===== config.mk =====
export PLATFORM = sky130hd
export DESIGN_NAME = bsd_front
export DESIGN_NICKNAME = d
export VERILOG_FILES = /design/src/hdl/bsd_pkg.sv /design/src/hdl/bsd_front.sv
export SDC_FILE = /design/constraint.sdc
export NUM_CORES = 1
export LEC_CHECK = 0
export ABC_AREA = 0
export BUFFER_PORTS_ARGS = -buffer_cell sky130_fd_sc_hd__buf_2
export CAP_MARGIN = 0
export CORE_MARGIN = 10
export CORE_UTILIZATION = 56
export DETAILED_ROUTE_END_ITERATION = 7
export PLACE_DENSITY = 0.78
export SKIP_LAST_GASP = 1
export SLEW_MARGIN = 30
export SYNTH_ARGS = -nofsm -noshare
export SYNTH_HDL_FRONTEND = slang
export SYNTH_SLANG_ARGS = --single-unit

===== constraint.sdc =====
create_clock -name clk -period 6 [get_ports clk]
set_input_delay 1.5 -clock clk [delete_from_list [all_inputs] [get_ports clk]]
set_output_delay 1.5 -clock clk [all_outputs]
set_load 0.1 [all_outputs]

===== src/hdl/bsd_pkg.sv =====
`timescale 1ns / 1ps
package bsd_pkg;

  localparam int DEF_MAX_WIDTH  = 2048;
  localparam int DEF_PIXEL_BITS = 16;

  // Width of the size registers and of the row and column counters.
  localparam int CNT_BITS  = 12;
  localparam int ROW_LIMIT = 2048;
  // The pair index never exceeds 11 bits, so the line store is capped here.
  localparam int LINE_CAP  = 2048;

  localparam int OPQ_DEPTH  = 4;
  localparam int RESQ_DEPTH = 4;

  localparam int CFG_IDX_BITS = 2;
  localparam logic [CFG_IDX_BITS-1:0] CFG_WIDTH  = 2'd0;
  localparam logic [CFG_IDX_BITS-1:0] CFG_HEIGHT = 2'd1;
  localparam logic [CFG_IDX_BITS-1:0] CFG_PAD    = 2'd2;

  localparam logic [1:0] OP_STORE = 2'd0;
  localparam logic [1:0] OP_EMIT  = 2'd1;
  localparam logic [1:0] OP_ADD   = 2'd2;

  typedef struct packed {
    logic [1:0] kind;
    logic       last;
  } bsd_ctl_t;

  function automatic int line_depth(int max_width);
    int depth;
    depth = (max_width + 1) >> 1;
    if (depth > LINE_CAP) depth = LINE_CAP;
    return depth;
  endfunction

  function automatic int line_addr_bits(int max_width);
    int depth;
    depth = line_depth(max_width);
    return (depth > 1) ? $clog2(depth) : 1;
  endfunction

endpackage


===== src/hdl/bsd_front.sv =====
`timescale 1ns / 1ps
module bsd_front #(
  parameter int MAX_WIDTH  = bsd_pkg::DEF_MAX_WIDTH,
  parameter int PIXEL_BITS = bsd_pkg::DEF_PIXEL_BITS
) (
  input  logic                                   clk,
  input  logic                                   rst,
  input  logic                                   cfg_wr,
  input  logic [bsd_pkg::CFG_IDX_BITS-1:0]       cfg_index,
  input  logic [bsd_pkg::CNT_BITS-1:0]           cfg_data,
  input  logic                                   in_valid,
  input  logic [PIXEL_BITS-1:0]                  pixel,
  output logic                                   op_valid,
  output bsd_pkg::bsd_ctl_t                      op_ctl,
  output logic [bsd_pkg::line_addr_bits(MAX_WIDTH)-1:0] op_addr,
  output logic [PIXEL_BITS:0]                    op_pair
);

  localparam int CB   = bsd_pkg::CNT_BITS;
  localparam int AW   = bsd_pkg::line_addr_bits(MAX_WIDTH);
  localparam int WCAP = (MAX_WIDTH > (1 << CB) - 1) ? (1 << CB) - 1 : MAX_WIDTH;

  logic [CB-1:0]         img_width;
  logic [CB-1:0]         img_height;
  logic                  pad_odd;
  logic [CB-1:0]         col_count;
  logic [CB-1:0]         row_count;
  logic [PIXEL_BITS-1:0] held_pixel;

  logic          cfg_hit;
  logic [CB-1:0] w1, w, h1, h, c, r, p;
  logic [CB-1:0] out_w, out_h;
  logic          last_col, last_row;
  logic          have_pair, hold_en, op_hit;
  logic [1:0]    kind;
  logic          last_blk;

  assign cfg_hit = cfg_wr && (cfg_index == bsd_pkg::CFG_WIDTH ||
                              cfg_index == bsd_pkg::CFG_HEIGHT ||
                              cfg_index == bsd_pkg::CFG_PAD);

  // Sizes of zero count as one; oversize values saturate.
  assign w1 = (img_width == '0) ? CB'(1) : img_width;
  assign w  = (w1 > CB'(WCAP)) ? CB'(WCAP) : w1;
  assign h1 = (img_height == '0) ? CB'(1) : img_height;
  assign h  = (h1 > CB'(bsd_pkg::ROW_LIMIT)) ? CB'(bsd_pkg::ROW_LIMIT) : h1;

  assign c = (col_count >= w) ? w - CB'(1) : col_count;
  assign r = (row_count >= h) ? h - CB'(1) : row_count;
  assign p = c >> 1;

  assign last_col = (c == w - CB'(1));
  assign last_row = (r == h - CB'(1));

  assign out_w = pad_odd ? CB'(({1'b0, w} + (CB+1)'(1)) >> 1) : (w >> 1);
  assign out_h = pad_odd ? CB'(({1'b0, h} + (CB+1)'(1)) >> 1) : (h >> 1);

  assign last_blk = (({1'b0, p} + (CB+1)'(1)) == {1'b0, out_w}) &&
                    (({1'b0, r >> 1} + (CB+1)'(1)) == {1'b0, out_h});

  always_comb begin
    have_pair = 1'b0;
    hold_en   = 1'b0;
    op_pair   = '0;
    if (!c[0]) begin
      if (last_col) begin
        if (pad_odd) begin
          op_pair   = {1'b0, pixel};
          have_pair = 1'b1;
        end
      end else begin
        hold_en = 1'b1;
      end
    end else begin
      op_pair   = {1'b0, held_pixel} + {1'b0, pixel};
      have_pair = 1'b1;
    end
  end

  // Even rows other than the last park their pair sums; odd rows and a padded even last row produce output.
  always_comb begin
    op_hit = 1'b0;
    kind   = bsd_pkg::OP_STORE;
    if (have_pair) begin
      if (!r[0]) begin
        if (last_row) begin
          if (pad_odd) begin
            op_hit = 1'b1;
            kind   = bsd_pkg::OP_EMIT;
          end
        end else begin
          op_hit = 1'b1;
          kind   = bsd_pkg::OP_STORE;
        end
      end else begin
        op_hit = 1'b1;
        kind   = bsd_pkg::OP_ADD;
      end
    end
  end

  assign op_valid    = in_valid && op_hit;
  assign op_ctl.kind = kind;
  assign op_ctl.last = last_blk;
  assign op_addr     = p[AW-1:0];

  always_ff @(posedge clk) begin
    if (rst) begin
      img_width  <= CB'(256);
      img_height <= CB'(256);
      pad_odd    <= 1'b1;
    end else if (cfg_wr) begin
      case (cfg_index)
        bsd_pkg::CFG_WIDTH:  img_width  <= cfg_data;
        bsd_pkg::CFG_HEIGHT: img_height <= cfg_data;
        bsd_pkg::CFG_PAD:    pad_odd    <= cfg_data[0];
        default: ;
      endcase
    end
  end

  always_ff @(posedge clk) begin
    if (rst || cfg_hit) begin
      col_count  <= '0;
      row_count  <= '0;
      held_pixel <= '0;
    end else if (in_valid) begin
      if (hold_en) begin
        held_pixel <= pixel;
      end
      if (last_col) begin
        col_count <= '0;
        row_count <= last_row ? '0 : r + CB'(1);
      end else begin
        col_count <= c + CB'(1);
        row_count <= r;
      end
    end
  end

endmodule


Word level (Yosys, flattened, before mapping)
Index checks and enable logic that the tools add are counted.
{ "op_classes": {"magnitude_cmp": 4, "reduce_logical": 13, "add_sub_neg": 9, "n_mux": 26, "eq_ne": 6} }
{ "ops": {"columns": ["op", "count"], "rows": [
  ["$mux 12", 11],
  ["$eq 12x12->1", 4],
  ["$mux 17", 2],
  ["$add 12x1->13 const B", 2],
  ["$add 11x1->12 const B", 2],
  ["$add 12x1->12 const B", 2],
  ["$ge 12x12->1", 2],
  ["$gt 12x12->1 const B", 2],
  ["$logic_not 12->1", 2],
  ["$sub 12x1->12 const B", 2],
  ["$add 16x16->17", 1],
  ["$mux 16", 1],
  ["$mux 1", 9],
  ["$reduce_and 2->1", 4],
  ["$mux 2", 3],
  ["$logic_and 1x1->1", 3],
  ["$logic_or 1x1->1", 3],
  ["$eq 2x1->1 const B", 1],
  ["$eq 2x2->1 const B", 1],
  ["$logic_not 2->1", 1]
]} }
{ "word_totals": {"in_bits": 34, "output_inout_bits": 31, "register_bits": 65, "elab_cells": 64} }

Depth between registers and ports, before layout
{ "logic_depth": {"ltp_word": 11, "depth_mapped": 24, "depth_no_buf": 19} }

Least setup slack after synthesis
No wires, ideal clock.
{ "synth_timing": {"kind": "register to output", "start": "reg img_width[4]", "end": "out op_ctl[0] (netlist name)", "setup_slack_ns": -2.093, "required_ns": 4.500, "path_stages_with_launch": 22, "n_path_buf": 3, "t_arrival_ns": 6.593, "cell_sequence": "dfxtp_1 -> buf_2 -> nor2_1 -> nand4_1 -> nand2_1 -> nand2_1 -> ha_1 -> and2_1 -> o2111ai_1 -> o21ai_1 -> nand2_1 -> clkbuf_1 -> o21ai_0 -> ha_1 -> xor2_1 -> xnor2_1 -> o211ai_1 -> a2111oi_0 -> nand4_1 -> nor3_1 -> and4_1 -> buf_4"} }
{ "synth_via": {"elab_chain_cells": 9, "word_cells_on_any_way": 12, "cone_classes": "3 x add/sub; 2 x order compare; 1 x eq/ne; 4 x mux; 2 x reduce/logical"} }
{ "synth_lines": {"columns": ["element", "line_no", "source"], "rows": [
  ["from (decl)", "bsd_front.sv:23", "logic [CB-1:0] img_width;"],
  ["from (signal assigned)", "bsd_front.sv:114", "bsd_pkg::CFG_WIDTH: img_width <= cfg_data;"],
  ["$logic_not 12->1", "bsd_front.sv:43", "assign w1 = (img_width == '0) ? CB'(1) : img_width;"],
  ["$mux 12 *", "bsd_front.sv:43", null],
  ["$gt 12x12->1", "bsd_front.sv:44", "assign w = (w1 > CB'(WCAP)) ? CB'(WCAP) : w1;"],
  ["$mux 12 *", "bsd_front.sv:44", null],
  ["$sub 12x1->12 / $ge 12x12->1 (equally long branches)", "bsd_front.sv:48", "assign c = (col_count >= w) ? w - CB'(1) : col_count;"],
  ["$mux 12 *", "bsd_front.sv:48", null],
  ["via op_addr (one bit)", "bsd_front.sv:15", "output logic [bsd_pkg::line_addr_bits(MAX_WIDTH)-1:0] op_addr,"],
  ["$add 11x1->12 *", "bsd_front.sv:58", "assign last_blk = (({1'b0, p} + (CB+1)'(1)) == {1'b0, out_w}) &&"],
  ["$eq 12x12->1 *", "bsd_front.sv:58", null],
  ["$logic_and 1x1->1 *", "bsd_front.sv:58", null],
  ["to (decl)", "bsd_front.sv:14", "output bsd_pkg::bsd_ctl_t op_ctl,"]
]} }
Mark *: on every way through the listed nets, which the timed path passes. The rest lies on a longest branch.

==> results_dict.tcl <==
set metrics [dict create \
    layout_common_cells "nand2_1 (169), a21oi_1 (78), dfxtp_1 (62)" \
    hold_violations 0 \
    numCtsBuffers 9 \
    nNetsFinal 1110 \
    dp.cells 1156 \
    post_dp_cell_area_mm2 0.00784 \
    powerDensity_mw_per_mm2 253 \
    yosys.area.top_type "dfxtp_1" \
    synth_top_area_share_pct 18.9 \
    rows 40 \
    cp_max_fo 6 \
    drc_errors 0 \
    die_y_um 131 \
    crit_path_cell_trace "nor4_4 -> a31oi_2 -> nor2_2 -> ha_1 -> nand2b_4 -> a31oi_1 -> nor4_1 -> o32a_2 -> nor2_2 -> a21oi_2 -> ha_1 -> xor2_1 -> xnor2_1 -> o211ai_1 -> a2111oi_1 -> nand4_1 -> nor3_2 -> and4_1 -> buf_12" \
    async_flop_share_pct 0 \
    viasPerCell 6.12 \
    coreArea_mm2 0.0120 \
    fin_crit_ps 5920 \
    status "completed" \
    end_kind "primary output" \
    synth-edff-count 0 \
    yosysWarnings 0 \
    synth.avg_cell_area_um2 7.20 \
    setup_tns_ps 0 \
    utilization_pct 69.8 \
    drv_slew 0 \
    wl_um 20500 \
    synthesis.area_mm2 0.00687 \
    ir_drop_uv 135 \
    final_common_cell "nand2_1" \
    p_leak_nw 3.48 \
    tightest_slew_ps 638 \
    cpPeakStageDelay_ps 410 \
    grt_pass1_wl_um 34100 \
    setup_violations 0 \
    drtIter0Drc 882 \
    yosysSeqAreaShare_pct 18.9 \
    fin_cells 1179 \
    final.setup_skew_ps 6.58 \
    holdBufCountCts 0 \
    slew_headroom_pct 57.5 \
    grt_pass1_vias 6997 \
    grt_overflow 0 \
    root_buffer "clkbuf_16" \
    synth_ff_type "dfxtp_1" \
    die-area_mm2 0.0171 \
    antenna_found_initial 0 \
    hold_slack_ps 459 \
    cp.required_ps 4500 \
    startpoint_type "flop" \
    die_w_um 131 \
    grt_max_degree 33 \
    yosysUniqueCellTypes 81 \
    drtAntennaViolNets 0 \
    worst_path_max_delay_cell "o32a_2" \
    worstHoldPathType "flop to flop" \
    fin_crit_sh_pct 98.6 \
    path_clk_slew_ps 60 \
    rsz0062_at_grt "yes" \
    netlist_top_cells_area "dfxtp_1 (19%), nand2_1 (9.3%), ha_1 (8.7%), xnor2_1 (7.5%), a21oi_1 (5.9%)" \
    synth_fp_nets 1038 \
    num_io_pins 65 \
    dr_total_vias 7219 \
    fmaxAchievable_mhz 169 \
    clk_latency_ps 340 \
    cts_tree "built" \
    critical_path_arrival_ps 4420 \
    wl_per_cell_um 17.4 \
    gp_congestion 0.992 \
    clockBufferDepth 2 \
    detail_route.first_pass.iterations 8 \
    fillers 964 \
    ys_seq_elements 65 \
    io_buffers 64 \
    dp_hpwl_um 15200 \
    track_usage_pct 24.4 \
    area_growth_pct 21.9 \
    final_area_mm2 0.00838 \
    worstSetupPathType "flop to primary output" \
    cap_violations 0 \
    drive_above_1_share_pct 19.3 \
    initial_core_util_pct 57.2 \
    syn_inst 955 \
    num_antenna_cells 0 \
    clock_sinks 65 \
    htreeDepth 3 \
]
-- cell type report --
type	instances	area (um^2)	share of cell area (%)
clock inverters	4	75.1	0.896
clock buffers	12	256	3.06
multi-input cells	806	5420	64.7
repair buffers	116	1030	12.3
well taps	147	184	2.20
inverters	29	109	1.30
flip-flops and latches	65	1310	15.6
-- per-stage QoR --
stage | setup WS, ps | power (mW)
floorplan | -210 | 1.21
global placement | 242 | 1.48
detailed placement | 176 | 1.49
global route | -204 | 2.22
CTS | 7.53 | 2.10
finish | 81.2 | 2.12
-- cells by family (layout without fill, tap and decap cells) --
kind of cell	Yosys count	in the layout	share of synthesized area, %
compound gates	240	240	22.0
xor+xnor	92	92	11.7
fa+ha+maj	49	49	9.03
buf+inv	84	161	5.13
flops	65	65	18.9
mux	28	28	4.26
simple gates	397	397	29.0
-- flip-flops by register name (all words and copies together) (netlist names) --
name	count
col_count	12
img_width	12
pad_odd	1
img_height	12
held_pixel	16
row_count	12
-- worst max-delay path, delay by kind of cell (launching register included) --
family                   cells  cell delay, ps
adder cells (fa/ha/maj)      2             540
AO/OA/AOI/OAI                6            1240
AND/OR/NAND/NOR              8            1330
flip-flops                   1             330
buffers and inverters        1             190
XOR/XNOR                     2             460
-- Yosys cell counts (6+ instances only) --
cell type,number
nor2_1,52
mux2i_1,18
nand3_1,31
inv_1,28
nand3b_1,6
xnor2_1,59
o31ai_1,7
nor4_1,6
a21o_1,12
dfxtp_1,65
ha_1,48
a211oi_1,6
xor2_1,33
and3_1,16
clkbuf_1,32
and2_1,9
o21ai_0,30
nor2b_1,9
or3_1,10
nand2_1,171
nor3_1,9
nand2b_1,25
nand4_1,23
buf_2,15
a21oi_1,81
mux2_2,8
o21ai_1,31
a31oi_1,12
-- where the power goes --
part	total [mW]	internal [mW]	switching, mW	leakage (nW)
combinational	1.06	0.381	0.675	2.80
clock	0.586	0.386	0.200	0.155
sequential	0.477	0.452	0.0253	0.529
-- final timing paths --
check                      start        endpoint  slack, ps  depth (start not counted)
setup reg to reg    img_width[9]    row_count[3]       1800                         15
setup / recovery   img_height[0]       op_ctl[0]         80                         19
hold / removal    held_pixel[11]  held_pixel[11]        460                          2
hold reg to reg   held_pixel[11]  held_pixel[11]        460                          2
-- what timing repair did --
item                                    in CTS  in global routing
endpoints found under the setup margin       1                  3
resized for setup                           15                 22
setup buffers                                5                  2
hold endpoints to repair                     0                  0
pin swaps                                   14                 18
-- metal layers --
metal | share of wire, % | GRT usage, %
met3 | 6.1 | 4.43
met1 | 43 | 30.1
met4 | 2.7 | 8.57
met2 | 49 | 41.5
met5 | 0 | 0
No activity file was read; power rests on OpenSTA's default activity.
