## src/hdl/bsd_fifo.sv

```systemverilog
`timescale 1ns / 1ps
module bsd_fifo #(
  parameter int WIDTH = 8,
  parameter int DEPTH = 4
) (
  input  logic                       clk,
  input  logic                       rst,
  input  logic                       wr_en,
  input  logic [WIDTH-1:0]           wr_data,
  output logic                       full,
  input  logic                       rd_en,
  output logic [WIDTH-1:0]           rd_data,
  output logic                       empty,
  output logic [$clog2(DEPTH):0]     count
);

  localparam int PW = (DEPTH > 1) ? $clog2(DEPTH) : 1;

  logic [WIDTH-1:0] slots [DEPTH];
  logic [PW-1:0]    wr_ptr;
  logic [PW-1:0]    rd_ptr;
  logic             do_wr;
  logic             do_rd;

  assign full    = (count == ($clog2(DEPTH)+1)'(DEPTH));
  assign empty   = (count == '0);
  assign do_wr   = wr_en && !full;
  assign do_rd   = rd_en && !empty;
  assign rd_data = slots[rd_ptr];

  always_ff @(posedge clk) begin
    if (do_wr) begin
      slots[wr_ptr] <= wr_data;
    end
  end

  always_ff @(posedge clk) begin
    if (rst) begin
      wr_ptr <= '0;
      rd_ptr <= '0;
      count  <= '0;
    end else begin
      if (do_wr) begin
        wr_ptr <= (wr_ptr == PW'(DEPTH - 1)) ? '0 : wr_ptr + 1'b1;
      end
      if (do_rd) begin
        rd_ptr <= (rd_ptr == PW'(DEPTH - 1)) ? '0 : rd_ptr + 1'b1;
      end
      if (do_wr && !do_rd) begin
        count <= count + 1'b1;
      end else if (do_rd && !do_wr) begin
        count <= count - 1'b1;
      end
    end
  end

endmodule

```

## config.mk

```make
export PLATFORM = sky130hd
export DESIGN_NAME = bsd_fifo
export DESIGN_NICKNAME = d
export VERILOG_FILES = /design/src/hdl/bsd_fifo.sv
export SDC_FILE = /design/constraint.sdc
export NUM_CORES = 1
export LEC_CHECK = 0
export BUFFER_PORTS_ARGS = -buffer_cell sky130_fd_sc_hd__buf_2
export CORE_MARGIN = 4
export CORE_UTILIZATION = 45
export DETAILED_ROUTE_END_ITERATION = 10
export PLACE_DENSITY_LB_ADDON = 0.05
export SYNTH_ARGS = -nofsm -noshare
export SYNTH_HDL_FRONTEND = slang
export SYNTH_SLANG_ARGS = --single-unit
export TNS_END_PERCENT = 10
```

## constraint.sdc

```tcl
create_clock -name clk -period 2.94 [get_ports clk]
set_clock_uncertainty 0.1 [all_clocks]
set_input_delay 0.294 -clock clk [delete_from_list [all_inputs] [get_ports clk]]
set_output_delay 0.294 -clock clk [all_outputs]
set_load 0.005 [all_outputs]
```

### After elaboration in Yosys (flattened, before gate mapping)

Memories as Yosys holds them, arrays and structs flattened. A register that Yosys moved wholly into a read port is not among the register bits.
Index checks and enable logic that the tools add are counted.

* add/subtract/negate cells: 4
* equal/unequal tests: 3
* multiplexer cells: 8
* reduce and logical (&&, ||, !) cells: 10

Operators by type and width (number)
* 2-bit two-way mux: 4
* 3-bit two-way mux: 2
* 2-bit by 1-bit adder with 2-bit output, second input constant: 2
* 2-bit equality test, second input constant: 2
* 1-bit logical AND: 4
* 1-bit logical NOT: 4
* 3-bit by 1-bit adder with 3-bit output, second input constant: 1
* 3-bit equality test, second input constant: 1
* 3-bit logical NOT: 1
* 3-bit by 1-bit subtractor with 3-bit output, second input constant: 1
* 1-bit two-way mux: 2
* 2-bit nonzero test: 1

* register bits: 7
* memory bits (writable): 32
* input bits: 12
* memories: 1

Memory list
* slots: depth 4, width 8, read ports 1, clocked after Yosys merged registers in 1, wr ports 1, line 19 `logic [WIDTH-1:0] slots [DEPTH];`

### Depth between registers and ports, before layout

Gate-level depths: netlist of the first run.

* depth in word-level cells: 7
* gate-level depth with buffers: 10

### Worst setup path before layout of the first run

Ideal clock, no wire load.

* kind: register to register
* start point: register count[0]
* end point: register count[2]
* setup time: 70 ps
* data arrival time: 2017 ps
* required time: 2770 ps
* slack: 753 ps
* stages on the path, launching flop included: 11
* period minus slack after synthesis: 2187 ps
* cell sequence: dfxtp_1 or3b_1 buf_6 clkinv_8 nor2_4 ha_1 inv_1 fa_1 xor2_1 or3_1 a21oi_1

* longest elaborated chain between the ends: 6

Ends and longest elaborated chain
* start, declared: line 14 `output logic [$clog2(DEPTH):0] count`
* start signal, assigned: line 50 `count <= count + 1'b1;`
* start signal, assigned: line 52 `count <= count - 1'b1;`
* 3-bit equality test *: line 25 `assign full = (count == ($clog2(DEPTH)+1)'(DEPTH));`
* net full: line 10 `output logic full,`
* 1-bit logical NOT *: line 27 `assign do_wr = wr_en && !full;`
* 1-bit logical AND *: line 27
* net do_wr: line 22 `logic do_wr;`
* 1-bit logical NOT: line 51 `end else if (do_rd && !do_wr) begin`
* 1-bit logical AND: line 51
* 2-bit nonzero test (no source line)

Mark *: on every way through the listed nets, which the timed path passes. The rest lies on a longest branch. The select of a mux whose other input is x is not followed.
A chain may end at the register's enable or synchronous reset.

### Worst setup path after layout of the first run

* start point: register count[0]
* end point: register count[2]

* longest elaborated chain between the ends: 6

Ends and longest elaborated chain (line)
* 3-bit equality test *: 25
* 1-bit logical NOT *: 27
* 1-bit logical AND *: 27
* net do_wr: 22
* 1-bit logical NOT: 51
* 1-bit logical AND: 51
* 2-bit nonzero test (no source line)

Marked as above.

==> Implementation_results.wiki, run 1 <==
{| class="wikitable"
! Metric !! Value
|-
| Switching power || 0.413 mW
|-
| Post-layout minimum cycle time || 2410 ps
|-
| Post-route clock period utilization || 82.1%
|-
| Crit path required time || 3060 ps
|-
| Starting density of the core || 48.1%
|-
| Final global-route overflow total || 0
|-
| Post-synthesis net count || 111
|-
| Area of the die || 0.00475 sq mm
|-
| Wire length of the first global-routing pass || 4300 microns
|-
| Number of standard cells after synthesis || 92
|-
| Library cells used by synthesis || 27
|-
| Number of cells in the design after placement || 158
|-
| P per Cell Area || 810 mW/mm^2
|-
| TritonRoute pass-1 iters || 4
|-
| Number of nets at the end of the flow || 138
|-
| Global-route usage over all layers || 13.3%
|-
| Area growth from synthesis to layout || 16.1%
|-
| Drt total wl || 2490 microns
|-
| Cell chosen for the clock root || sky130_fd_sc_hd__clkbuf_8
|-
| Antenna-violating nets left || 0
|-
| Top library cells by usage in the layout, fill and taps aside || 32 x sky130_fd_sc_hd__edfxtp_1, 24 x sky130_fd_sc_hd__buf_2, 9 x sky130_fd_sc_hd__dfxtp_1
|-
| Status || finished, final reports clean
|-
| Vias in the first global route || 905
|-
| Clock-pin slew on the worst setup and hold paths || 80 ps
|-
| Register share of total power || 49.6%
|-
| Worst hold margin || 118 ps
|-
| Synthesized area divided by synthesized cell count || 18.1 sq um
|-
| Insertion delay to the later sink of the worst-skew pair || 280 ps
|-
| Post-cts repair resize count || 0
|-
| Count of filler cells inserted in the layout || 306
|-
| Register bit count reported by yosys || 41
|-
| Remaining design rule violation count || 0
|-
| IO Count || 25
|-
| Category of the most critical setup path || flop to flop
|-
| Number of setup buffers added after CTS || 0
|-
| Max Transition Viols Final || 0
|-
| Int Pwr || 1.16 mW
|-
| HPWL after detailed placement || 1810 microns
|-
| Part of the power in combinational logic || 22.8%
|-
| First DRT Iteration DRCs || 30
|-
| Hold-fix buffer count after cts || 0
|-
| Peak VDD IR || 438 uV
|-
| Yosys warning total || 0
|-
| Maxcap violations || 0
|-
| Share of synthesized area occupied by flip-flops and latches || 68.4%
|-
| PnR Total Power || 1.57 mW
|-
| Worst slew pin tran || 556 ps
|-
| Largest net degree at the start of global routing || 15
|-
| Cts bufs inserted || 5
|-
| Class of the most critical hold timing path || primary input to flop
|-
| Std cell rows || 21
|-
| Utilization of the core after routing || 55.9%
|-
| Setup TNS || 0 ps
|-
| H-Tree Level Count || 2
|-
| Horiz. Die Dim || 68.9 microns
|-
| Via/cell ratio || 5.01
|-
| Leakage power of the design || 0.728 nW
|-
| Antenna violations before repair || 0
|-
| Buffers from clock root to sink, at most || 2
|-
| Number of hold violations in the final report || 0
|-
| Setup repair after global routing missed its margin || false
|-
| CTS sink count || 41
|-
| Mean routed wirelength per cell || 15.0 microns
|-
| Portion of total power attributed to the clock network || 27.7%
|-
| Die boundary height || 68.9 microns
|-
| RePlAce Congestion || 0.754
|-
| EDFF count, synth || 32
|-
| Critical path launch point type || flop
|-
| Fraction of layout instances using a drive strength above 1 || 38.3%
|-
| Antenna diode count || 0
|-
| Sw Ratio || 26.3%
|-
| Async set-or-reset flop fraction in the synthesized netlist || 0%
|-
| Achievable frequency || 0.414 GHz
|-
| Endpoint type of the worst setup path || flop
|-
| Commonest non-fill, non-tap cell in the layout || sky130_fd_sc_hd__edfxtp_1
|-
| Critical path fanouts, max || 7
|-
| CTS tree || yes
|-
| Count of buffers inserted at the top-level ports || 24
|-
| Worst-case headroom to the max-slew limit || 62.9%
|-
| Cell area after synthesis || 0.00167 sq mm
|-
| Vias || 832
|-
| Data arrival time at the worst-slack endpoint || 2530 ps
|-
| Finish-stage setup viols || 0
|-
| Core outline area || 0.00347 sq mm
|-
| Top FF cell, synth || sky130_fd_sc_hd__edfxtp_1
|-
| Fin cells || 166
|}
## cell type report
cell class                 count  area, sq um  share of cell area [%]
inverter                       5         45.0                    2.32
clock inverter                 3         46.3                    2.39
multi-input combinational     42          459                    23.7
timing repair buffer          24          120                    6.20
tap                           46         57.6                    2.97
sequential                    41         1140                    58.9
clock buffer                   5         68.8                    3.55
## per-layer routing
layer  routed length (microns)  global-route usage (%)  vias up
li1                          -                       -      405
met1                      1010                    15.1      400
met2                      1270                    22.7       22
met3                       158                    4.05        5
met4                        54                    6.57        0
met5                         0                       0        -
## state kept, by name, indices dropped and copies added (netlist names), named ones only
register  cells
wr_ptr        2
rd_ptr        2
slots        32
count         3
## worst max-delay path, stage by stage, from the launching register on
cell,delay (ps)
sky130_fd_sc_hd__dfxtp_1,470
sky130_fd_sc_hd__or3b_1,380
sky130_fd_sc_hd__clkinv_8,80
sky130_fd_sc_hd__nor2_4,110
sky130_fd_sc_hd__ha_1,190
sky130_fd_sc_hd__inv_1,60
sky130_fd_sc_hd__fa_1,370
sky130_fd_sc_hd__xor2_1,160
sky130_fd_sc_hd__or3_1,300
sky130_fd_sc_hd__a21oi_1,140
## cell families after synthesis
| kind of cell | after synthesis | share of synthesized area (%) |
|---|---|---|
| flops | 41 | 68.4 |
| simple gates | 16 | 5.55 |
| mux | 10 | 12.0 |
| buf+inv | 9 | 4.12 |
| compound gates | 7 | 3.22 |
| fa+ha+maj | 7 | 5.70 |
| xor+xnor | 2 | 1.05 |
## power by group through the flow
| stage | clock, mW | combinational [mW] | sequential [mW] |
|---|---|---|---|
| final | 0.434 | 0.358 | 0.779 |
| after global routing | 0.477 | 0.404 | 0.796 |
| after CTS | 0.448 | 0.366 | 0.785 |
| after detailed placement | 0 | 0.364 | 0.798 |
| after global placement | 0 | 0.359 | 0.791 |
| after floorplan | 0 | 0.278 | 0.756 |
## stage by stage
step                cell area (sq um)  setup WS (ps)
floorplan                        1670            753
global placement                 1820            619
finish                           1940            526
detailed placement               1820            526
global route                     1940            329
CTS                              1940            511
## worst paths after layout
path                                from                endpoint  slack [ps]  depth (start not counted)
setup / recovery   count[0]$_SDFFE_PP0P_   count[2]$_SDFFE_PP0P_         530                          9
hold / removal                wr_data[0]   slots[2][0]$_DFFE_PP_         120                          1
setup reg to reg   count[0]$_SDFFE_PP0P_   count[2]$_SDFFE_PP0P_         530                          9
hold reg to reg   rd_ptr[0]$_SDFFE_PP0P_  rd_ptr[0]$_SDFFE_PP0P_         400                          2
## cell usage after synthesis, types with 2 or more instances
master,n,share of area (%)
sky130_fd_sc_hd__edfxtp_1,32,58
sky130_fd_sc_hd__dfxtp_1,9,11
sky130_fd_sc_hd__mux4_2,8,11
sky130_fd_sc_hd__ha_1,6,4.5
sky130_fd_sc_hd__and3_1,4,1.5
sky130_fd_sc_hd__inv_1,3,0.67
sky130_fd_sc_hd__nor2_1,3,0.67
sky130_fd_sc_hd__a21oi_1,2,0.60
sky130_fd_sc_hd__mux2i_1,2,1.2
sky130_fd_sc_hd__nand3_1,2,0.60
sky130_fd_sc_hd__nor3_1,2,0.60
sky130_fd_sc_hd__o31ai_2,2,1.5
sky130_fd_sc_hd__or3_1,2,0.75
sky130_fd_sc_hd__xor2_1,2,1.0
No activity file was read; power rests on OpenSTA's default activity.
==> run 2, diff against run 1 <==
==> constraint.sdc (replaced) <==
create_clock -name clk -period 2.4 [get_ports clk]
set_clock_uncertainty 0.1 [all_clocks]
set_input_delay 0.24 -clock clk [delete_from_list [all_inputs] [get_ports clk]]
set_output_delay 0.24 -clock clk [all_outputs]
set_load 0.005 [all_outputs]
==> run 2 against run 1 <==
Against the previous run: sequential power is 23% higher; global-route usage hardly changed; final cell count is 0.60% higher; register-to-register slack worse by 360 ps; sequential cell count stayed put; first-iteration DRC count is 33% higher; utilization hardly changed; setup slack worse by 360 ps; highest routed layer unchanged.
==> Implementation_results.wiki, run 2 (same netlist as run 1, synthesis figures left out) <==
{| class="wikitable"
! Metric !! Value
|-
| Delay contributed by the slowest stage of the critical path || 480 ps (about the same)
|-
| Number of nets at the end of the flow || 139 (+0.72%)
|-
| Category of the most critical setup path || flop to flop
|-
| Peak VDD IR || 469 uV (+7.3%)
|-
| Setup TNS || 0 ps (unchanged)
|-
| Multi-input logic area || 470 sq um (+2.5%)
|-
| Critical path launch point type || flop
|-
| Crit path required time || 2520 ps (-540 ps)
|-
| Buffers from clock root to sink, at most || 2 (unchanged)
|-
| Registers with the highest flip-flop counts || slots: 32 flops, count: 3 flops
|-
| Leakage power of the design || 0.733 nW (+0.65%)
|-
| Post-layout minimum cycle time || 2240 ps (-176 ps)
|-
| Largest net degree at the start of global routing || 14 (-1)
|-
| Post-route clock period utilization || 93.2% (+11 points)
|-
| Vias in the first global route || 906 (+0.11%)
|-
| Starting density of the core || 48.1% (unchanged)
|-
| Finish-stage setup viols || 0 (unchanged)
|-
| CTS sink count || 41 (unchanged)
|-
| Critical Path, Cell by Cell || or3b_4 -> clkinv_8 -> nor2_4 -> ha_1 -> inv_1 -> fa_1 -> xor2_1 -> or3_1 -> a21oi_1
|-
| Utilization of the core after routing || 55.9% (about the same)
|-
| FF+latch area || 0.00114 sq mm (+0.11%)
|-
| Area of the die || 0.00475 sq mm (unchanged)
|-
| Count of filler cells inserted in the layout || 293 (-4.2%)
|-
| Class of the most critical hold timing path || primary input to flop
|-
| Setup crit start || count[1]$_SDFFE_PP0P_
|-
| Fraction of layout instances using a drive strength above 1 || 40.5% (+2.2 points)
|-
| Total stage count of the critical path || 9 (unchanged)
|-
| Number of flip-flops under the largest register name || 32 (unchanged)
|-
| Wire length of the first global-routing pass || 4350 microns (+1.1%)
|-
| TritonRoute pass-1 iters || 4 (unchanged)
|-
| Cell chosen for the clock root || sky130_fd_sc_hd__clkbuf_8
|-
| Die boundary height || 68.9 microns (unchanged)
|-
| Commonest non-fill, non-tap cell in the layout || sky130_fd_sc_hd__edfxtp_1
|-
| Register with the most flip-flops || slots
|-
| Number of hold violations in the final report || 0 (unchanged)
|-
| Cts bufs inserted || 5 (unchanged)
|-
| Area after detailed placement || 0.00183 sq mm (+0.41%)
|-
| Mean routed wirelength per cell || 15.5 microns (+3.1%)
|-
| Vias || 840 (+0.96%)
|-
| Achievable frequency || 0.447 GHz (+7.9%)
|-
| Global-route usage over all layers || 13.4% (+0.035 points)
|-
| Count of buffers inserted at the top-level ports || 24 (unchanged)
|-
| Area growth from synthesis to layout || 16.2% (about the same)
|-
| Endpoint type of the worst setup path || flop
|-
| Setup slack on the worst flop-to-flop path || 160 ps (-360 ps)
|-
| Setup repair after global routing missed its margin || false
|-
| Number of buffers and inverters on the critical path || 2 (unchanged)
|-
| Insertion delay to the later sink of the worst-skew pair || 290 ps (about the same)
|-
| Critical path fanouts, max || 6 (-1)
|-
| Antenna-violating nets left || 0 (unchanged)
|-
| Crit Reg-Reg Startpoint || count[1]$_SDFFE_PP0P_
|-
| Maxcap violations || 0 (unchanged)
|-
| Worst slew pin tran || 558 ps (+1.45 ps)
|-
| Logic depth of the worst register-to-register path || 9 (unchanged)
|-
| RR Endpoint || count[2]$_SDFFE_PP0P_
|-
| Final global-route overflow total || 0 (unchanged)
|-
| Worst slack, placed || 75.8 ps (-450 ps)
|-
| Post-cts repair resize count || 0 (unchanged)
|-
| Antenna violations before repair || 0 (unchanged)
|-
| Data arrival time at the worst-slack endpoint || 2360 ps (-170 ps)
|-
| CTS tree || yes
|-
| IO Count || 25 (unchanged)
|-
| Cell count of the worst hold path || 1 (unchanged)
|-
| Max Transition Viols Final || 0 (unchanged)
|-
| Hold-fix buffer count after cts || 0 (unchanged)
|-
| Launch instance of the worst min-delay path || wr_data[3]
|-
| Number of setup buffers added after CTS || 0 (unchanged)
|-
| Final design instance area without fill || 0.00194 sq mm (about the same)
|-
| Worst-case headroom to the max-slew limit || 62.8% (-0.097 points)
|-
| Drt total wl || 2580 microns (+3.7%)
|-
| Clock-pin slew on the worst setup and hold paths || 80 ps (about the same)
|-
| Std cell rows || 21 (unchanged)
|-
| Via/cell ratio || 5.03 (+0.36%)
|-
| Category of cells accounting for the largest share of critical-path delay || simple AND/OR/NAND/NOR gates
|-
| Min setup slack post-route || 162 ps (-364 ps)
|-
| Cell with the biggest individual delay on the critical path || sky130_fd_sc_hd__dfxtp_1
|-
| RePlAce Congestion || 0.721 (-4.3%)
|-
| P per Cell Area || 963 mW/mm^2 (+19%)
|-
| Antenna diode count || 0 (unchanged)
|-
| First DRT Iteration DRCs || 40 (+33%)
|-
| Top library cells by usage in the layout, fill and taps aside || 32 x sky130_fd_sc_hd__edfxtp_1, 24 x sky130_fd_sc_hd__buf_2, 8 x sky130_fd_sc_hd__mux4_2, 8 x sky130_fd_sc_hd__dfxtp_1
|-
| Status || finished, final reports clean
|-
| Horiz. Die Dim || 68.9 microns (unchanged)
|-
| H-Tree Level Count || 2 (unchanged)
|-
| Core outline area || 0.00347 sq mm (unchanged)
|-
| Remaining design rule violation count || 0 (unchanged)
|-
| HPWL after detailed placement || 1840 microns (+1.6%)
|-
| Last element of the critical path || count[2]$_SDFFE_PP0P_
|}
[run 2: area by class of cell]
class	count	share of cell area [%]
Inverter	5	2.32
Multi-Input combinational cell	42	24.3
Tap cell	46	2.97
Timing Repair Buffer	25	6.58
Clock buffer	6	4.26
Sequential cell	41	58.9
Clock inverter	2	0.710
[run 2: per-stage QoR]
step / std cells / power (mW) / hold WS [ps]
2_1_floorplan: 92 / 1.27 / 239
3_3_place_gp: 159 / 1.41 / 353
3_5_place_dp: 159 / 1.43 / 362
4_1_cts: 167 / 1.89 / 55.5
5_1_grt: 167 / 2.01 / 54.2
6_report: 167 / 1.87 / 63.6
[run 2: worst min-delay path by stage]
stage / endpoint / slack, ps
floorplan: slots[0][0]$_DFFE_PP_ / 240
finish: slots[1][3]$_DFFE_PP_ / 60
CTS: slots[2][0]$_DFFE_PP_ / 60
global route: slots[3][6]$_DFFE_PP_ / 50
detailed placement: slots[2][0]$_DFFE_PP_ / 360
global placement: slots[2][3]$_DFFE_PP_ / 350
[run 2: layer usage]
metal | global-route usage [%] | part of all wire (%) | up-vias
met2 | 22.3 | 52 | 24
met5 | 0 | 0 | -
li1 | - | - | 406
met3 | 4.86 | 6.2 | 5
met4 | 5.11 | 1.5 | 0
met1 | 15.8 | 41 | 405
[run 2: report_power, final]
part	total (mW)	switching (mW)	internal, mW
Combinational	0.451	0.198	0.253
Sequential	0.962	0.0945	0.868
Clock	0.456	0.223	0.233
[run 2: worst reg2reg max path, cell delays in order, from the launching register on]
cell and delay [ps]:
sky130_fd_sc_hd__dfxtp_1 480, sky130_fd_sc_hd__or3b_4 230, sky130_fd_sc_hd__clkinv_8 50, sky130_fd_sc_hd__nor2_4 90, sky130_fd_sc_hd__ha_1 180, sky130_fd_sc_hd__inv_1 60
sky130_fd_sc_hd__fa_1 380, sky130_fd_sc_hd__xor2_1 160, sky130_fd_sc_hd__or3_1 300, sky130_fd_sc_hd__a21oi_1 140
==> run 3, diff against run 2 <==
==> constraint.sdc (replaced) <==
create_clock -name clk -period 2.4 [get_ports clk]
set_clock_uncertainty 0.1 [all_clocks]
set_input_delay 0.24 -clock clk [delete_from_list [all_inputs] [get_ports clk]]
set_output_delay 0.24 -clock clk [all_outputs]
set_load 0.1 [all_outputs]
==> run 3 against run 2 <==
Against the previous run: register-to-register slack lost 30 ps; sequential cell count is the same; critical path type unchanged; sequential share of layout area shrank 0.39 points; wire length is 5.9% lower; die area unchanged; first-iteration DRC count grew 15%; critical path depth is the same; utilization up 0.87 points; maximum frequency down 1.5%; non-clock buffer count grew 1.
==> Implementation_results.wiki, run 3 (same netlist as run 1, synthesis figures left out) <==
{| class="wikitable"
! Metric !! Value
|-
| Post-cts repair resize count || 0 (unchanged)
|-
| Category of the most critical setup path || flop to flop
|-
| Number of hold violations in the final report || 0 (unchanged)
|-
| Die boundary height || 68.9 microns (unchanged)
|-
| Number of flip-flops under the largest register name || 32 (unchanged)
|-
| Endpoint type of the worst setup path || flop
|-
| Mean routed wirelength per cell || 14.5 microns (-6.5%)
|-
| Via/cell ratio || 4.95 (-1.7%)
|-
| CTS sink count || 41 (unchanged)
|-
| Maxcap violations || 0 (unchanged)
|-
| Worst slew pin tran || 489 ps (-68.7 ps)
|-
| Post-route clock period utilization || 94.7% (+1.4 points)
|-
| Wire length of the first global-routing pass || 3780 microns (-13%)
|-
| Drt total wl || 2430 microns (-5.9%)
|-
| Area growth from synthesis to layout || 18.0%
|-
| Horiz. Die Dim || 68.9 microns (unchanged)
|-
| Status || finished, final reports clean
|-
| Commonest non-fill, non-tap cell in the layout || sky130_fd_sc_hd__edfxtp_1
|-
| Largest net degree at the start of global routing || 14 (unchanged)
|-
| Clock-pin slew on the worst setup and hold paths || 80 ps (about the same)
|-
| Worst-case headroom to the max-slew limit || 67.6% (+4.9 points)
|-
| Achievable frequency || 0.440 GHz (-1.5%)
|-
| Antenna diode count || 0 (unchanged)
|-
| Setup TNS || 0 ps (unchanged)
|-
| Remaining design rule violation count || 0 (unchanged)
|-
| Critical path launch point type || flop
|-
| Count of filler cells inserted in the layout || 311 (+6.1%)
|-
| FF+latch area || 0.00115 sq mm (+0.88%)
|-
| Multi-input logic area || 469 sq um (-0.27%)
|-
| Number of nets at the end of the flow || 140 (+0.72%)
|-
| HPWL after detailed placement || 1740 microns (-5.3%)
|-
| CTS tree || yes
|-
| Crit path required time || 2510 ps (about the same)
|-
| Utilization of the core after routing || 56.8% (+0.87 points)
|-
| Final global-route overflow total || 0 (unchanged)
|-
| Vias || 831 (-1.1%)
|-
| Register with the most flip-flops || slots
|-
| First DRT Iteration DRCs || 46 (+15%)
|-
| Min setup slack post-route || 128 ps (-34.5 ps)
|-
| Worst hold margin || 62.1 ps (-1.49 ps)
|-
| Class of the most critical hold timing path || primary input to flop
|-
| Data arrival time at the worst-slack endpoint || 2380 ps (+20 ps)
|-
| Setup repair after global routing missed its margin || false
|-
| Antenna-violating nets left || 0 (unchanged)
|-
| RePlAce Congestion || 0.764 (+6.0%)
|-
| Number of setup buffers added after CTS || 0 (unchanged)
|-
| Cts bufs inserted || 5 (unchanged)
|-
| Count of buffers inserted at the top-level ports || 24 (unchanged)
|-
| Post-layout minimum cycle time || 2270 ps (+34.5 ps)
|-
| Critical path fanouts, max || 7 (+1)
|-
| Hold-fix buffer count after cts || 0 (unchanged)
|-
| Finish-stage setup viols || 0 (unchanged)
|-
| Starting density of the core || 48.1% (unchanged)
|-
| Cell chosen for the clock root || sky130_fd_sc_hd__clkbuf_8
|-
| Area of the die || 0.00475 sq mm (unchanged)
|-
| Max Transition Viols Final || 0 (unchanged)
|-
| TritonRoute pass-1 iters || 4 (unchanged)
|-
| Top library cells by usage in the layout, fill and taps aside || 32 x sky130_fd_sc_hd__edfxtp_1, 24 x sky130_fd_sc_hd__buf_2, 8 x sky130_fd_sc_hd__mux4_2
|-
| Insertion delay to the later sink of the worst-skew pair || 280 ps (about the same)
|-
| Core outline area || 0.00347 sq mm (unchanged)
|-
| H-Tree Level Count || 2 (unchanged)
|-
| Registers with the highest flip-flop counts || slots: 32 flops, count: 3 flops
|-
| Fraction of layout instances using a drive strength above 1 || 43.4% (+2.9 points)
|-
| Buffers from clock root to sink, at most || 2 (unchanged)
|-
| Worst slack, placed || 137 ps (+61.1 ps)
|-
| Antenna violations before repair || 0 (unchanged)
|-
| Vias in the first global route || 813 (-10%)
|-
| Global-route usage over all layers || 11.8% (-1.6 points)
|-
| IO Count || 25 (unchanged)
|-
| Std cell rows || 21 (unchanged)
|}
run 3: cell count changes in the layout (fill, tap and decap cells not counted), sizes merged:
cell      delta
buf          +1
clkinv       -1
bufinv       +1
clkinvlp     +1
clkbuf       -1
run 3: stage by stage:
stage,area (sq um),instances
after CTS,1970,168
after detailed placement,1860,160
final,1970,168
after floorplan,1690,92
after global routing,1970,168
after global placement,1860,160
run 3: per-layer routing:
layer  up-vias  share of wire [%]  GRT usage, %
met2        23                 49          18.3
met4         0                1.8          5.84
met1       394                 43          14.1
li1        409                  -             -
met5         -                  0             0
met3         5                6.1          4.86
run 3: path summary, 6_finish.rpt:
path	from	endpoint	slack (ps)	depth (start not counted)
max	count[2]$_SDFFE_PP0P_	count[2]$_SDFFE_PP0P_	130	9
min	wr_data[5]	slots[2][5]$_DFFE_PP_	60	1
max reg2reg	count[2]$_SDFFE_PP0P_	count[2]$_SDFFE_PP0P_	130	9
min reg2reg	rd_ptr[0]$_SDFFE_PP0P_	rd_ptr[0]$_SDFFE_PP0P_	400	2
run 3: final cells by class:
cell class	instances	area share, %
Timing Repair Buffer	26	6.86
Multi-Input combinational cell	42	23.8
Clock buffer	5	3.49
Clock inverter	3	2.10
Tap cell	46	2.92
Sequential cell	41	58.5
Inverter	5	2.29
run 3: worst max-delay path, stage by stage, from the launching register on:
cell and delay (ps):
sky130_fd_sc_hd__dfxtp_4 360, sky130_fd_sc_hd__or3b_1 370, sky130_fd_sc_hd__clkinv_8 80, sky130_fd_sc_hd__nor2_4 120
sky130_fd_sc_hd__ha_2 190, sky130_fd_sc_hd__inv_1 50, sky130_fd_sc_hd__fa_2 330, sky130_fd_sc_hd__xor2_1 150
sky130_fd_sc_hd__or3_1 300, sky130_fd_sc_hd__a21oi_1 130
Power of run 3 is not shown: default switching activity piles up to over one toggle a cycle in this logic, so the estimate is an artifact.
